**src/tcc_pkg.sv**
```systemverilog
// tcc_pkg: shared types and codes for the text console cursor controller
// holds command, result, character and register codes, register reset values, and the result, cursor and step structs
// no dependencies
package tcc_pkg;

    // command codes of an input transaction
    localparam logic [1:0] CMD_PUT   = 2'd0;
    localparam logic [1:0] CMD_CLEAR = 2'd1;
    localparam logic [1:0] CMD_MOVE  = 2'd2;

    // result op codes
    localparam logic [1:0] OP_GLYPH  = 2'd0;
    localparam logic [1:0] OP_SCROLL = 2'd1;
    localparam logic [1:0] OP_CLEAR  = 2'd2;

    // character codes
    localparam logic [7:0] CH_BS    = 8'd8;
    localparam logic [7:0] CH_TAB   = 8'd9;
    localparam logic [7:0] CH_NL    = 8'd10;
    localparam logic [7:0] CH_CR    = 8'd13;
    localparam logic [7:0] CH_SPACE = 8'd32;
    localparam logic [7:0] CH_TILDE = 8'd126;

    // register map, index into the word-aligned address space
    localparam logic [1:0] REG_COLS = 2'd0;
    localparam logic [1:0] REG_ROWS = 2'd1;
    localparam logic [1:0] REG_FG   = 2'd2;
    localparam logic [1:0] REG_BG   = 2'd3;

    // reset values of the registers
    localparam logic [7:0]  COLS_RST = 8'd80;
    localparam logic [7:0]  ROWS_RST = 8'd25;
    localparam logic [31:0] FG_RST   = 32'h00FF_FFFF;
    localparam logic [31:0] BG_RST   = 32'h0000_0000;

    typedef struct packed {
        logic [7:0] col;
        logic [7:0] row;
    } t_cursor;

    typedef struct packed {
        logic [1:0]  op;
        logic [7:0]  col;
        logic [7:0]  row;
        logic [7:0]  glyph;
        logic [31:0] fg;
        logic [31:0] bg;
    } t_res;

    // everything one command produces
    typedef struct packed {
        logic [1:0] count;
        t_res       res0;
        t_res       res1;
        t_cursor    cursor;
    } t_step;

endpackage

```
**src/tcc_step.sv**
```systemverilog
// tcc_step: combinational cursor update for one command
// gives up to two results and the next cursor position
// depends on tcc_pkg
module tcc_step (
    input  tcc_pkg::t_cursor i_cursor,
    input  logic [1:0]       i_command,
    input  logic [7:0]       i_char_code,
    input  logic [7:0]       i_target_col,
    input  logic [7:0]       i_target_row,
    input  logic [7:0]       i_column_count,
    input  logic [7:0]       i_row_count,
    input  logic [31:0]      i_fg,
    input  logic [31:0]      i_bg,
    output tcc_pkg::t_step   o_step
);
    import tcc_pkg::*;

    // one step right, wrapping onto the next line
    function automatic t_cursor f_advance(input t_cursor c, input logic [7:0] cc);
        t_cursor n;
        begin
            n = c;
            if (({1'b0, c.col} + 9'd1) < {1'b0, cc}) begin
                n.col = c.col + 8'd1;
            end else begin
                n.col = 8'd0;
                n.row = c.row + 8'd1;
            end
            return n;
        end
    endfunction

    // one step left, onto the end of the line above; holds at home
    function automatic t_cursor f_back(input t_cursor c, input logic [7:0] cc);
        t_cursor n;
        begin
            n = c;
            if (c.col != 8'd0) begin
                n.col = c.col - 8'd1;
            end else if (c.row != 8'd0) begin
                n.col = cc - 8'd1;
                n.row = c.row - 8'd1;
            end
            return n;
        end
    endfunction

    t_cursor    cur;
    t_cursor    draw_pos;
    logic [7:0] draw_glyph;
    logic       has_scroll;
    logic       has_draw;
    logic       is_clear;
    t_cursor    nxt;
    t_res       scroll_res;
    t_res       clear_res;
    t_res       draw_res;

    // command decode and cursor walk
    always_comb begin
        cur        = i_cursor;
        nxt        = i_cursor;
        draw_pos   = '0;
        draw_glyph = '0;
        has_scroll = 1'b0;
        has_draw   = 1'b0;
        is_clear   = 1'b0;
        unique case (i_command)
            CMD_PUT: begin
                if (cur.row == i_row_count) begin
                    has_scroll = 1'b1;
                    cur.row    = cur.row - 8'd1;
                end
                if (i_char_code >= CH_SPACE && i_char_code <= CH_TILDE) begin
                    has_draw   = 1'b1;
                    draw_pos   = cur;
                    draw_glyph = i_char_code;
                    cur        = f_advance(cur, i_column_count);
                end else begin
                    case (i_char_code)
                        CH_NL: begin
                            cur.row = cur.row + 8'd1;
                            cur.col = 8'd0;
                        end
                        CH_TAB: begin
                            cur = f_advance(cur, i_column_count);
                            cur = f_advance(cur, i_column_count);
                            cur = f_advance(cur, i_column_count);
                        end
                        CH_CR: begin
                            cur.col = 8'd0;
                        end
                        CH_BS: begin
                            // back up, blank the cell, then net one step back
                            cur = f_back(cur, i_column_count);
                            if (cur.row == i_row_count) begin
                                has_scroll = 1'b1;
                                cur.row    = cur.row - 8'd1;
                            end
                            has_draw   = 1'b1;
                            draw_pos   = cur;
                            draw_glyph = CH_SPACE;
                            cur        = f_advance(cur, i_column_count);
                            cur        = f_back(cur, i_column_count);
                        end
                        default: begin
                        end
                    endcase
                end
                nxt = cur;
            end
            CMD_CLEAR: begin
                is_clear = 1'b1;
                nxt      = '0;
            end
            CMD_MOVE: begin
                nxt.col = i_target_col;
                nxt.row = i_target_row;
            end
            default: begin
            end
        endcase
    end

    // result words; a scroll always comes before the glyph draw
    always_comb begin
        scroll_res    = '0;
        scroll_res.op = OP_SCROLL;
        clear_res     = '0;
        clear_res.op  = OP_CLEAR;
        draw_res.op    = OP_GLYPH;
        draw_res.col   = draw_pos.col;
        draw_res.row   = draw_pos.row;
        draw_res.glyph = draw_glyph;
        draw_res.fg    = i_fg;
        draw_res.bg    = i_bg;

        o_step.cursor = nxt;
        o_step.res1   = draw_res;
        if (is_clear) begin
            o_step.count = 2'd1;
            o_step.res0  = clear_res;
        end else begin
            o_step.count = {1'b0, has_scroll} + {1'b0, has_draw};
            o_step.res0  = has_scroll ? scroll_res : draw_res;
        end
    end

endmodule

```
**src/text_console_cursor_control.sv**
```systemverilog
// text_console_cursor_control: top level of the text console cursor engine
// input register, step logic, two-slot result register and register port
// depends on tcc_pkg and tcc_step
//
//  channel   direction  handshake            payload
//  command   in         i_valid / o_stall    i_command, i_char_code, i_target_col/row
//  result    out        o_valid / i_stall    o_op, o_cell_col/row, o_glyph_code,
//                                            o_fg_out, o_bg_out, o_last
//  config    in         psel/penable/pready  paddr, pwdata, prdata
//
// a command is registered in the input register, worked out by the combinational step logic and its
// results land in the result register once that register is free
// one command a cycle while each gives at most one result and the result side does not stall; a command with two
// results holds the result register for two transactions
// o_stall rises when the registered command cannot move into a full result register
// synchronous reset homes the cursor and loads the register defaults
module text_console_cursor_control (
    input  logic        i_clk,
    input  logic        i_rst_n,
    // command channel
    input  logic        i_valid,
    output logic        o_stall,
    input  logic [1:0]  i_command,
    input  logic [7:0]  i_char_code,
    input  logic [7:0]  i_target_col,
    input  logic [7:0]  i_target_row,
    // result channel
    output logic        o_valid,
    input  logic        i_stall,
    output logic [1:0]  o_op,
    output logic [7:0]  o_cell_col,
    output logic [7:0]  o_cell_row,
    output logic [7:0]  o_glyph_code,
    output logic [31:0] o_fg_out,
    output logic [31:0] o_bg_out,
    output logic        o_last,
    // register port
    input  logic        psel,
    input  logic        penable,
    input  logic        pwrite,
    input  logic [3:0]  paddr,
    input  logic [31:0] pwdata,
    output logic [31:0] prdata,
    output logic        pready
);
    import tcc_pkg::*;

    logic [7:0]  r_cols;
    logic [7:0]  r_rows;
    logic [31:0] r_fg;
    logic [31:0] r_bg;
    logic        cfg_wr;

    t_cursor     r_cursor;

    logic        r_iv;
    logic        n_iv;
    logic [1:0]  r_cmd;
    logic [7:0]  r_char;
    logic [7:0]  r_tcol;
    logic [7:0]  r_trow;

    logic        r_ov;
    logic        r_o_sel;
    logic        r_o_two;
    t_res        r_res0;
    t_res        r_res1;
    t_res        show;

    t_step       step;
    logic        in_acc;
    logic        out_acc;
    logic        out_free;
    logic        s1_go;
    logic        load_out;

    // register port
    assign pready = 1'b1;
    assign cfg_wr = psel && penable && pwrite && pready;

    always_ff @(posedge i_clk) begin
        if (!i_rst_n) begin
            r_cols <= COLS_RST;
            r_rows <= ROWS_RST;
            r_fg   <= FG_RST;
            r_bg   <= BG_RST;
        end else if (cfg_wr) begin
            unique case (paddr[3:2])
                REG_COLS: r_cols <= pwdata[7:0];
                REG_ROWS: r_rows <= pwdata[7:0];
                REG_FG:   r_fg   <= pwdata;
                REG_BG:   r_bg   <= pwdata;
                default: begin
                end
            endcase
        end
    end

    always_comb begin
        unique case (paddr[3:2])
            REG_COLS: prdata = {24'd0, r_cols};
            REG_ROWS: prdata = {24'd0, r_rows};
            REG_FG:   prdata = r_fg;
            REG_BG:   prdata = r_bg;
            default:  prdata = '0;
        endcase
    end

    // step logic on the registered command
    tcc_step u_step (
        .i_cursor       (r_cursor),
        .i_command      (r_cmd),
        .i_char_code    (r_char),
        .i_target_col   (r_tcol),
        .i_target_row   (r_trow),
        .i_column_count (r_cols),
        .i_row_count    (r_rows),
        .i_fg           (r_fg),
        .i_bg           (r_bg),
        .o_step         (step)
    );

    // flow control between the stages
    assign out_acc  = r_ov && !i_stall;
    assign out_free = !r_ov || (out_acc && (r_o_sel || !r_o_two));
    assign s1_go    = r_iv && ((step.count == 2'd0) || out_free);
    assign load_out = s1_go && (step.count != 2'd0);
    assign o_stall  = r_iv && !s1_go;
    assign in_acc   = i_valid && !o_stall;
    assign n_iv     = in_acc || (r_iv && !s1_go);

    // input register
    always_ff @(posedge i_clk) begin
        if (!i_rst_n) begin
            r_iv <= 1'b0;
        end else begin
            r_iv <= n_iv;
        end
    end

    always_ff @(posedge i_clk) begin
        if (in_acc) begin
            r_cmd  <= i_command;
            r_char <= i_char_code;
            r_tcol <= i_target_col;
            r_trow <= i_target_row;
        end
    end

    // cursor moves when the command leaves the input register
    always_ff @(posedge i_clk) begin
        if (!i_rst_n) begin
            r_cursor <= '0;
        end else if (s1_go) begin
            r_cursor <= step.cursor;
        end
    end

    // result register control, second slot shown after the first is taken
    always_ff @(posedge i_clk) begin
        if (!i_rst_n) begin
            r_ov    <= 1'b0;
            r_o_sel <= 1'b0;
            r_o_two <= 1'b0;
        end else if (load_out) begin
            r_ov    <= 1'b1;
            r_o_sel <= 1'b0;
            r_o_two <= (step.count == 2'd2);
        end else if (out_acc) begin
            if (!r_o_sel && r_o_two) begin
                r_o_sel <= 1'b1;
            end else begin
                r_ov    <= 1'b0;
                r_o_sel <= 1'b0;
            end
        end
    end

    always_ff @(posedge i_clk) begin
        if (load_out) begin
            r_res0 <= step.res0;
            r_res1 <= step.res1;
        end
    end

    // result outputs
    assign show         = r_o_sel ? r_res1 : r_res0;
    assign o_valid      = r_ov;
    assign o_op         = show.op;
    assign o_cell_col   = show.col;
    assign o_cell_row   = show.row;
    assign o_glyph_code = show.glyph;
    assign o_fg_out     = show.fg;
    assign o_bg_out     = show.bg;
    assign o_last       = r_o_sel || !r_o_two;

    // second slot is only ever shown for a two-result command
    a_sel_two: assert property (@(posedge i_clk) disable iff (!i_rst_n)
        (r_ov && r_o_sel) |-> (r_o_two && o_last))
        else $error("second result slot shown without a second result");

    // cursor only moves when a command leaves the input register
    a_cursor_hold: assert property (@(posedge i_clk) disable iff (!i_rst_n)
        !s1_go |=> $stable(r_cursor))
        else $error("cursor changed without a command");

    // once the first result of a pair is taken, the pending second result is never dropped
    a_pair_kept: assert property (@(posedge i_clk) disable iff (!i_rst_n)
        (out_acc && !r_o_sel && r_o_two) |=> (r_ov && r_o_sel))
        else $error("second result of a pair lost");

    // nothing is loaded over a result still waiting
    a_no_overwrite: assert property (@(posedge i_clk) disable iff (!i_rst_n)
        load_out |-> out_free)
        else $error("result register overwritten");

endmodule

```
**config.mk**
```make
export PLATFORM = sky130hd
export DESIGN_NAME = text_console_cursor_control
export DESIGN_NICKNAME = d
export VERILOG_FILES = /design/src/tcc_pkg.sv /design/src/tcc_step.sv /design/src/text_console_cursor_control.sv
export SDC_FILE = /design/constraint.sdc
export NUM_CORES = 1
export LEC_CHECK = 0
export CORE_UTILIZATION = 65
export DETAILED_ROUTE_END_ITERATION = 8
export DONT_BUFFER_PORTS = 1
export PLACE_DENSITY_LB_ADDON = 0.2
export SKIP_LAST_GASP = 1
export SYNTH_ARGS = -nofsm -noshare
export SYNTH_HDL_FRONTEND = slang
export SYNTH_SLANG_ARGS = --single-unit
```
**constraint.sdc**
```tcl
create_clock -name i_clk -period 19.2 [get_ports i_clk]
set_input_delay 0.96 -clock i_clk [delete_from_list [all_inputs] [get_ports i_clk]]
set_output_delay 0.96 -clock i_clk [all_outputs]
set_load 0.02 [all_outputs]
```
==> flow_summary_export.csv, run 1 <==
group,metric,value,unit
outcome,status,"finished clean",
worst_setup_path,reg2regPathDepth,39,
clock_tree,cts_tree,"yes",
placed_design,io_buffers,0,
synth,synthTopCellsByArea,"edfxtp_1 34%, dfxtp_1 11%, mux2_2 5.7%",
synth,synth_seq_area_share,0.452,
hold_path,hp-start,"i_target_row[3]",
synth,synth_top_cell_by_area,"edfxtp_1",
die,fp.dieW,168,um
grt,antenna_found_initial,1,
synth,synth_enable_flop_cells,204,
worst_setup_path,crit_arrival,10930,ps
cells_and_area,diodes,0,
timing,post-route-period-util,0.542,
pwr,p_leak,6.94,nW
pwr,powerDensity,88.9,nW/um^2
pwr,internal_power,1.18,mW
hold_path,hp-class,"in2reg",
worst_setup_path,endpoint_kind,"flip-flop",
job,max_cap_viol_count,0,
clock_tree,clockBufferDepth,3,
worst_setup_path,max_stage_delay,770,ps
timing,finClkSkew,25.8,ps
drt,drt-pass1-iter-count,5,
placed_design,place_congestion,0.947,
synth,ys.flop_type,"edfxtp_1",
pwr,p_sw_frac,0.306,
worst_setup_path,start_kind,"flip-flop",
clock_tree,cts_inserted_buffers,31,
cells_and_area,stdcell_area,19100,um^2
drt,routed_wl,46.4,mm
drt,postRouteAntennaNets,0,
worst_setup_path,crit_required,19720,ps
die,design.core.area,27000,um^2
clock_tree,cts-htree-levels,1,
drt,num_vias,13700,
pwr,power_frac_clock,0.336,
drt,via_per_inst,6.53,
timing,fin_crit,10420,ps
clock_tree,clk_pin_slew_worst_paths,60,ps
synth,syn-cell-area,18000,um^2
die,die_height,168,um
worst_setup_path,setup.worst_path.class,"reg2reg",
synth,synth-async-reset-ratio,0,
cells_and_area,nNetsFinal,1847,
synth,ys.warnings.count,0,
hold_path,hold_end,"r_trow[3]",
timing,tightest_slew,997,ps
worst_setup_path,worst-r2r-setup-slack,8780,ps
worst_setup_path,path_common_cell,"ha_1",
worst_setup_path,r2r-start,"r_cursor[8]",
grt,grt-ovfl-total,0,
placed_design,dpl.hpwl,32.4,mm
drt,wl_per_cell,22.2,um
synth,ys_ff_latch,304,
clock_tree,clock-sinks,304,
clock_tree,post_cts_resize_count,0,
drt,initialDrtViolationCount,1127,
drt,drc,0,
pwr,seqPwrFrac,0.427,
timing,fin_tns_setup,0,ps
timing,timing.fmax,96.0,MHz
synth,yosysUniqueCellTypes,98,
die,ioPinCount,195,
pwr,power_switching,0.520,mW
timing,relSlewSlack,0.336,
clock_tree,hold_buffers,0,
timing,rsz0062_at_grt,"no",
worst_setup_path,path_buf_inv,3,
cells_and_area,drive_above_1_share,0.119,
worst_setup_path,crit_path_max_fanout,17,
placed_design,dpl_cell_area,18100,um^2
die,num_rows,60,
cells_and_area,syn_to_final_growth,6.20,%
grt,grt_max_degree,103,
worst_setup_path,cp_top_family,"compound AO/OA/AOI/OAI gates",
clock_tree,clk_latency,590,ps
grt,grt_pass1_vias,12800,
synth,synth_top_cell_area_share,0.341,
grt,track_usage,0.321,
timing,hold_violations,0,
synth,synth_cells,1784,
timing,setup_viol,0,
hold_path,hold_depth,0,
worst_setup_path,reg2reg_to,"r_cursor[7]",
synth,syn_avg_cell_area,10.1,um^2
die,die-area,28300,um^2
worst_setup_path,cpMaxStageDelayCell,"dfxtp_1",
die,start_util,0.665,
clock_tree,root_buffer,"clkbuf_16",
pwr,power.share.combinational,0.236,
pwr,peakVddDrop,91.8,uV
clock_tree,cts_setup_buffers,0,
grt,grt_pass1_wl,71.5,mm
timing,slew_viol_final,0,
pwr,power,1.70,mW
==> layout make-up <==
| type | count | area, um^2 |
|---|---|---|
| clock buffer | 46 | 862 |
| multi-input combinational | 1325 | 9250 |
| sequential | 304 | 8130 |
| inverter | 44 | 165 |
| timing repair buffer | 21 | 158 |
| clock inverter | 12 | 98.8 |
| tap | 341 | 427 |
| fill | 2018 | 7940 |
==> synthesized netlist by cell type (5+ instances only) <==
cell type	count
mux2_2	91
or3_1	16
o22ai_1	12
nand3_1	67
a41oi_1	5
o21ai_0	57
inv_1	43
buf_1	5
nand4_1	19
a211oi_1	11
o21a_1	11
nand2b_1	12
a31oi_1	21
xnor2_1	62
mux4_2	8
nor2_1	74
o2111ai_1	5
a221oi_1	5
buf_6	6
clkbuf_1	94
and2_1	100
a22oi_1	10
xor2_1	33
a21boi_0	45
nor2b_1	56
o21ai_1	6
and3_1	26
o211ai_1	17
o31ai_1	11
nor3_2	5
edfxtp_1	204
nor4_1	12
nor3b_1	6
nand3b_1	5
mux2i_1	47
ha_1	51
nor3_1	33
or2_2	7
a21oi_1	60
nand2_1	216
dfxtp_1	100
o41ai_1	5
==> metal layers <==
metal / vias to the layer above / track usage / wire (um)
met5: - / 0 / 13
met4: 2 / 0.106 / 1360
met3: 97 / 0.0623 / 3540
met2: 581 / 0.534 / 21900
met1: 6612 / 0.423 / 19600
li1: 6377 / - / -
==> cell usage in the layout, fill, tap and decap left out, types with 57 or more instances in the layout <==
cell,count
a21oi_1,60
edfxtp_1,204
dfxtp_1,99
nor2_1,70
xnor2_1,61
o21ai_0,57
and2_1,100
nand2_1,216
nand3_1,67
mux2_2,91
==> flip-flops by register name, indices dropped and copies added, names as in the netlist <==
name / count
r_tcol: 8
r_o_two: 1
r_iv: 1
o_valid: 1
r_o_sel: 1
r_cmd: 2
r_char: 8
r_res0: 90
r_cursor: 16
r_cols: 8
r_res1: 88
r_fg: 32
r_rows: 8
r_trow: 8
r_bg: 32
==> power by group through the flow <==
stage	Combinational, mW	Sequential [mW]	Clock [mW]
finish	0.401	0.725	0.571
global placement	0.383	0.738	0
floorplan	0.310	0.733	0
detailed placement	0.388	0.738	0
CTS	0.391	0.725	0.576
global route	0.434	0.726	0.601
==> worst max path at each step <==
stage | slack, ps | cells after the start | to | startpoint
finish | 8780 | 39 | r_cursor[7] | r_cursor[8]
CTS | 8960 | 39 | r_cursor[7] | r_cursor[8]
detailed placement | 9000 | 39 | r_cursor[7] | r_cursor[8]
global route | 8200 | 39 | r_cursor[7] | r_cursor[8]
floorplan | 5880 | 21 | r_res0[0] | r_cursor[1]
global placement | 9240 | 39 | r_cursor[5] | r_cursor[8]
==> logic make-up after synthesis <==
kind of cell    count (synthesis)  synth area share
flops                         304             0.452
compound gates                335             0.129
simple gates                  689             0.201
xor+xnor                      100            0.0518
other cells                     2          0.000418
fa+ha+maj                      51            0.0355
mux                           147            0.0940
buf+inv                       156            0.0359
==> through the flow <==
step,setup WS [ps],instances,hold WS (ps),utilization
after floorplan,5880,1785,429,-
after global placement,9240,2035,446,0.671
after detailed placement,9000,2035,449,0.671
after CTS,8960,2093,455,0.706
after global routing,8200,2093,455,0.706
final,8780,2093,470,0.706
Power figures use the tool's default switching activity.
==> inputs of run 2 (changes only) <==
--- a/config.mk
+++ b/config.mk
@@ -5,7 +5,8 @@
 export SDC_FILE = /design/constraint.sdc
 export NUM_CORES = 1
 export LEC_CHECK = 0
-export CORE_UTILIZATION = 65
+export ABC_AREA = 1
+export CORE_UTILIZATION = 58
 export DETAILED_ROUTE_END_ITERATION = 8
 export DONT_BUFFER_PORTS = 1
 export PLACE_DENSITY_LB_ADDON = 0.2
==> constraint.sdc (replaced) <==
create_clock -name i_clk -period 9.44 [get_ports i_clk]
set_input_delay 0.472 -clock i_clk [delete_from_list [all_inputs] [get_ports i_clk]]
set_output_delay 0.472 -clock i_clk [all_outputs]
set_load 0.02 [all_outputs]
==> run 2 against run 1 <==
Compared with the run above: total power rose by 120%; critical path depth rose by 7; non-clock buffer count rose by 31; combinational power rose by 140%; die area rose by 6.7%; first-iteration DRC count rose by 16%; wire length rose by 3.7%.
==> flow_summary_export.csv, run 2 <==
group,metric,value,unit
timing,fin_crit,8360,ps
drt,via_per_inst,5.82,
pwr,power.share.combinational,0.259,
synth,ys.warnings.count,0,
cells_and_area,top_register,"r_res0",
worst_setup_path,setup.worst_path.class,"reg2reg",
pwr,power_switching,1.24,mW
pwr,power,3.76,mW
synth,synth_seq_area_share,0.474,
cells_and_area,drive_above_1_share,0.0676,
pwr,internal_power,2.53,mW
worst_setup_path,worst-r2r-setup-slack,1080,ps
die,num_rows,62,
timing,tightest_slew,1200,ps
timing,post-route-period-util,0.886,
synth,syn_avg_cell_area,7.91,um^2
pwr,power_frac_clock,0.348,
worst_setup_path,max_stage_delay,530,ps
synth,ys_ff_latch,304,
worst_setup_path,start_kind,"flip-flop",
clock_tree,clk_pin_slew_worst_paths,70,ps
clock_tree,cts_inserted_buffers,31,
die,start_util,0.594,
cells_and_area,diodes,0,
die,design.core.area,28900,um^2
synth,synthTopCellsByCount,"626 x nand2_1, 243 x inv_1, 204 x edfxtp_1",
worst_setup_path,cpMaxStageDelayCell,"dfxtp_1",
placed_design,place_congestion,0.972,
worst_setup_path,crit_cells,46,
hold_path,hp-class,"in2reg",
drt,drc,0,
worst_setup_path,path_common_cell,"nand2_1",
synth,synth-async-reset-ratio,0,
clock_tree,clock-sinks,304,
worst_setup_path,crit_arrival,8890,ps
grt,track_usage,0.313,
synth,synth_enable_flop_cells,204,
drt,num_vias,15000,
placed_design,io_buffers,0,
drt,initialDrtViolationCount,1306,
cells_and_area,nNetsFinal,2285,
pwr,p_sw_frac,0.328,
clock_tree,cts_setup_buffers,0,
drt,route.met3.wl,3.95,mm
die,die-area,30200,um^2
synth,yosysUniqueCellTypes,47,
timing,whs,14.9,ps
clock_tree,clockBufferDepth,3,
worst_setup_path,crit_path_max_fanout,22,
cells_and_area,layout.cells.most_common,"nand2_1",
cells_and_area,syn_to_final_growth,10.0,%
worst_setup_path,crit_required,9970,ps
synth,synthTopCellsByArea,"edfxtp_1 36%, nand2_1 14%, dfxtp_1 12%",
drt,wl_per_cell,18.7,um
timing,slew_viol_final,0,
worst_setup_path,reg2regPathDepth,46,
die,ioPinCount,195,
die,die_height,174,um
clock_tree,hold_buffers,34,
placed_design,dpl.hpwl,33.2,mm
drt,postRouteAntennaNets,0,
synth,synth_top_cell_by_area,"edfxtp_1",
clock_tree,cts-htree-levels,1,
timing,setup_viol,0,
pwr,seqPwrFrac,0.393,
synth,yosys.cell_count.top_type,"nand2_1",
timing,timing.fmax,120,MHz
grt,antenna_found_initial,0,
drt,routed.top_layer,"met4",
drt,wl_met2,21.9,mm
cells_and_area,final_cell_mix,"626 x nand2_1, 242 x inv_1, 204 x edfxtp_1",
synth,ys.flop_type,"edfxtp_1",
drt,drt-pass1-iter-count,5,
cells_and_area,reg.largest.list,"r_res0 (90), r_res1 (88)",
grt,grt-ovfl-total,0,
timing,hold_violations,0,
timing,fin_tns_setup,0,ps
synth,syn-cell-area,17100,um^2
worst_setup_path,path_buf_inv,6,
clock_tree,cts_tree,"yes",
worst_setup_path,endpoint_kind,"flip-flop",
timing,finClkSkew,27.0,ps
clock_tree,post_cts_resize_count,0,
timing,relSlewSlack,0.194,
drt,routed_wl,48.1,mm
worst_setup_path,cp_top_family,"simple AND/OR/NAND/NOR gates",
pwr,peakVddDrop,156,uV
pwr,powerDensity,200,nW/um^2
synth,synth_cells,2166,
outcome,status,"finished clean",
hold_path,hold_depth,1,
drt,met1_length,20.7,mm
timing,rsz0062_at_grt,"no",
clock_tree,root_buffer,"clkbuf_16",
synth,synth_top_cell_area_share,0.358,
grt,grt_pass1_vias,13700,
die,fp.dieW,174,um
grt,grt_max_degree,92,
clock_tree,clk_latency,600,ps
cells_and_area,largest_reg_flops,90,
grt,grt_pass1_wl,74.8,mm
job,max_cap_viol_count,0,
pwr,p_leak,8.04,nW
## run 2: cell families after synthesis
group | count (synthesis) | synth area share
XOR/XNOR | 45 | 0.0230
AO/OA/AOI/OAI | 349 | 0.112
AND/OR/NAND/NOR | 1065 | 0.274
other | 2 | 0.000438
adder cells (fa/ha/maj) | 51 | 0.0372
flip-flops | 304 | 0.474
buffers and inverters | 350 | 0.0792
## run 2: path summary, 6_finish.rpt
check                   start           end
setup / recovery  r_cursor[8]  r_cursor[13]
hold / removal        i_rst_n          r_iv
setup reg to reg  r_cursor[8]  r_cursor[13]
hold reg to reg       r_bg[7]     r_res1[7]
## run 2: power by group through the flow
stage               combinational, mW  sequential [mW]  clock [mW]
finish                          0.976             1.48        1.31
floorplan                       0.751             1.50           0
global route                     1.09             1.48        1.37
global placement                0.920             1.51           0
CTS                             0.956             1.48        1.31
detailed placement              0.937             1.51           0
## run 2: per-stage QoR
| step | area (um^2) | setup WS, ps | std cells | utilization |
|---|---|---|---|---|
| after global routing | 18900 | 183 | 2574 | 0.653 |
| after global placement | 17400 | 1590 | 2480 | 0.603 |
| after CTS | 18800 | 1290 | 2572 | 0.653 |
| after detailed placement | 17400 | 1370 | 2480 | 0.603 |
| final | 18900 | 1080 | 2574 | 0.653 |
| after floorplan | 17100 | 1830 | 2167 | - |
## run 2: cell type report
type	count	area (um^2)
inverter	263	992
multi-input combinational	1513	7670
sequential	304	8130
fill	2486	10000
clock inverter	14	211
timing repair buffer	52	480
clock buffer	44	885
tap	384	480
## run 2: per-layer routing
layer | vias to the layer above | global-route usage
met1 | 7065 | 0.437
met2 | 631 | 0.507
met3 | 96 | 0.0423
met4 | 0 | 0.0998
li1 | 7178 | -
met5 | - | 0
==> inputs of run 3 (changes only) <==
--- a/config.mk
+++ b/config.mk
@@ -6,11 +6,12 @@
 export NUM_CORES = 1
 export LEC_CHECK = 0
 export ABC_AREA = 1
-export CORE_UTILIZATION = 58
+export CORE_UTILIZATION = 59
 export DETAILED_ROUTE_END_ITERATION = 8
 export DONT_BUFFER_PORTS = 1
 export PLACE_DENSITY_LB_ADDON = 0.2
 export SKIP_LAST_GASP = 1
 export SYNTH_ARGS = -nofsm -noshare
 export SYNTH_HDL_FRONTEND = slang
+export SYNTH_HIERARCHICAL = 1
 export SYNTH_SLANG_ARGS = --single-unit
==> run 3 against run 2 <==
Compared with the run above: sequential share of layout area fell by 0.87 points; sequential cell count rose by 2; critical path depth rose by 7.
==> flow_summary_export.csv, run 3 <==
group,metric,value,unit
synth,ys.warnings.count,6,
drt,wl_per_cell,18.8,um
timing,finClkSkew,25.2,ps
synth,synth_enable_flop_cells,206,
clock_tree,cts_tree,"yes",
grt,grt_max_degree,130,
worst_setup_path,crit_arrival,8910,ps
cells_and_area,reg.largest.list,"r_res0 (90), r_res1 (90)",
worst_setup_path,endpoint_kind,"flip-flop",
timing,fin_crit,8400,ps
worst_setup_path,crit_path_max_fanout,19,
timing,setup_viol,0,
clock_tree,cts-htree-levels,1,
pwr,seqPwrFrac,0.419,
job,max_cap_viol_count,0,
clock_tree,clk_pin_slew_worst_paths,60,ps
worst_setup_path,crit_required,9950,ps
drt,num_vias,15700,
synth,synthTopCellsByArea,"edfxtp_1 34%, nand2_1 16%, dfxtp_1 11%",
synth,syn_avg_cell_area,7.61,um^2
grt,grt_pass1_vias,14200,
hold_path,hp-class,"in2reg",
pwr,p_sw_frac,0.322,
drt,drc,0,
worst_setup_path,path_common_cell,"nand2_1",
pwr,power_frac_clock,0.344,
drt,drt-pass1-iter-count,5,
timing,rsz0062_at_grt,"no",
grt,grt-ovfl-total,0,
timing,slew_viol_final,0,
synth,synth_top_cell_area_share,0.336,
cells_and_area,seq_area,8190,um^2
drt,postRouteAntennaNets,0,
clock_tree,clockBufferDepth,3,
pwr,power_switching,1.15,mW
cells_and_area,post-route-util,0.632,
cells_and_area,drive_above_1_share,0.0754,
synth,ys.flop_type,"edfxtp_1",
cells_and_area,multi_input_area,8490,um^2
synth,synthTopCellsByCount,"786 x nand2_1, 292 x nor2_1, 206 x edfxtp_1",
die,num_rows,64,
timing,timing.fmax,119,MHz
timing,post-route-period-util,0.890,
worst_setup_path,cpMaxStageDelayCell,"nand3_1",
pwr,internal_power,2.42,mW
synth,syn-cell-area,18400,um^2
drt,via_per_inst,5.70,
outcome,status,"finished clean",
grt,grt_pass1_wl,77.8,mm
synth,synth_cells,2422,
clock_tree,clk_latency,580,ps
synth,synth_top_cell_by_area,"edfxtp_1",
timing,relSlewSlack,0.211,
synth,ys_ff_latch,306,
die,start_util,0.601,
clock_tree,clock-sinks,306,
synth,yosys.cell_count.top_type,"nand2_1",
pwr,powerDensity,184,nW/um^2
placed_design,placedCellCount,2671,
worst_setup_path,start_kind,"flip-flop",
cells_and_area,final_cell_mix,"785 x nand2_1, 291 x nor2_1, 206 x edfxtp_1",
clock_tree,root_buffer,"clkbuf_16",
cells_and_area,layout.cells.non_filler,2756,
die,fp.dieW,179,um
die,design.core.area,30700,um^2
synth,yosysUniqueCellTypes,51,
die,die-area,31900,um^2
grt,antenna_found_initial,0,
clock_tree,cts_setup_buffers,0,
timing,hold_violations,0,
cells_and_area,syn_to_final_growth,5.20,%
drt,initialDrtViolationCount,1457,
placed_design,io_buffers,0,
cells_and_area,diodes,0,
worst_setup_path,setup.worst_path.class,"reg2reg",
placed_design,place_congestion,0.960,
pwr,power.share.combinational,0.237,
worst_setup_path,max_stage_delay,530,ps
clock_tree,cts_inserted_buffers,31,
grt,track_usage,0.315,
pwr,p_leak,8.89,nW
timing,tightest_slew,1180,ps
placed_design,dpl.hpwl,35.7,mm
timing,fin_tns_setup,0,ps
die,ioPinCount,195,
cells_and_area,nFillCells,2719,
cells_and_area,layout.cells.most_common,"nand2_1",
drt,routed_wl,51.9,mm
synth,synth-async-reset-ratio,0,
die,die_height,179,um
synth,synth_seq_area_share,0.444,
pwr,peakVddDrop,156,uV
cells_and_area,nNetsFinal,2451,
run 3: cell types whose count changed in the layout (fill, tap and decap cells not counted), sizes merged, moves of 28 or more:
cell,change
inv,-52
nand2,+165
o211ai,-34
a21oi,-99
nand3,+36
nor2,+159
o22ai,-28
run 3: cells by family after synthesis:
| kind of cell | count (synthesis) | synth area share |
|---|---|---|
| compound gates | 210 | 0.0665 |
| xor+xnor | 60 | 0.0289 |
| fa+ha+maj | 46 | 0.0312 |
| buf+inv | 376 | 0.0962 |
| flops | 306 | 0.444 |
| other cells | 2 | 0.000408 |
| simple gates | 1422 | 0.332 |
run 3: routing by layer:
layer	global-route usage	routed length (um)
met1	0.409	21200
met2	0.537	25100
met3	0.0477	3870
met4	0.103	1710
met5	0	0
run 3: power by group through the flow:
stage	registers (mW)	logic, mW	clock network [mW]
after floorplan	1.51	0.664	0
after global placement	1.52	0.807	0
after detailed placement	1.52	0.821	0
after CTS	1.49	0.836	1.23
after global routing	1.50	0.938	1.29
final	1.49	0.846	1.23
run 3: metrics by stage:
step	hold WS, ps	instance area [um^2]	worst slack, ps	power (mW)
finish	14.4	19400	1040	3.56
global route	6.60	19400	202	3.72
CTS	7.18	19400	1170	3.56
detailed placement	465	18100	1210	2.34
global placement	461	18100	1370	2.33
floorplan	449	18400	1690	2.18
run 3: worst max-delay path, delay by kind of cell (launching register included):
kind	cells	cell delay, ps
buffers and inverters	5	650
XOR/XNOR	2	390
AO/OA/AOI/OAI	6	860
AND/OR/NAND/NOR	35	4610
flip-flops	1	490
adder cells (fa/ha/maj)	5	1320
run 3: what timing repair did:
item / CTS / global route
gates resized for setup: 0 / 0
hold buffers: 27 / 1
hold endpoints to repair: 38 / 1
run 3: area by class of cell:
type                       count  area share
tap                          396      0.0256
inverter                     212      0.0416
clock buffer                  36      0.0420
multi-input combinational   1743       0.438
sequential                   306       0.423
clock inverter                21      0.0103
timing repair buffer          42      0.0199
run 3: path summary, 6_finish.rpt:
path | start | to | slack, ps | depth (start not counted)
max reg2reg | r_cursor[8] | r_cursor[12] | 1040 | 53
min | i_rst_n | o_valid | 10 | 2
min reg2reg | r_fg[26] | r_res1[58] | 480 | 0
max | r_cursor[8] | r_cursor[12] | 1040 | 53
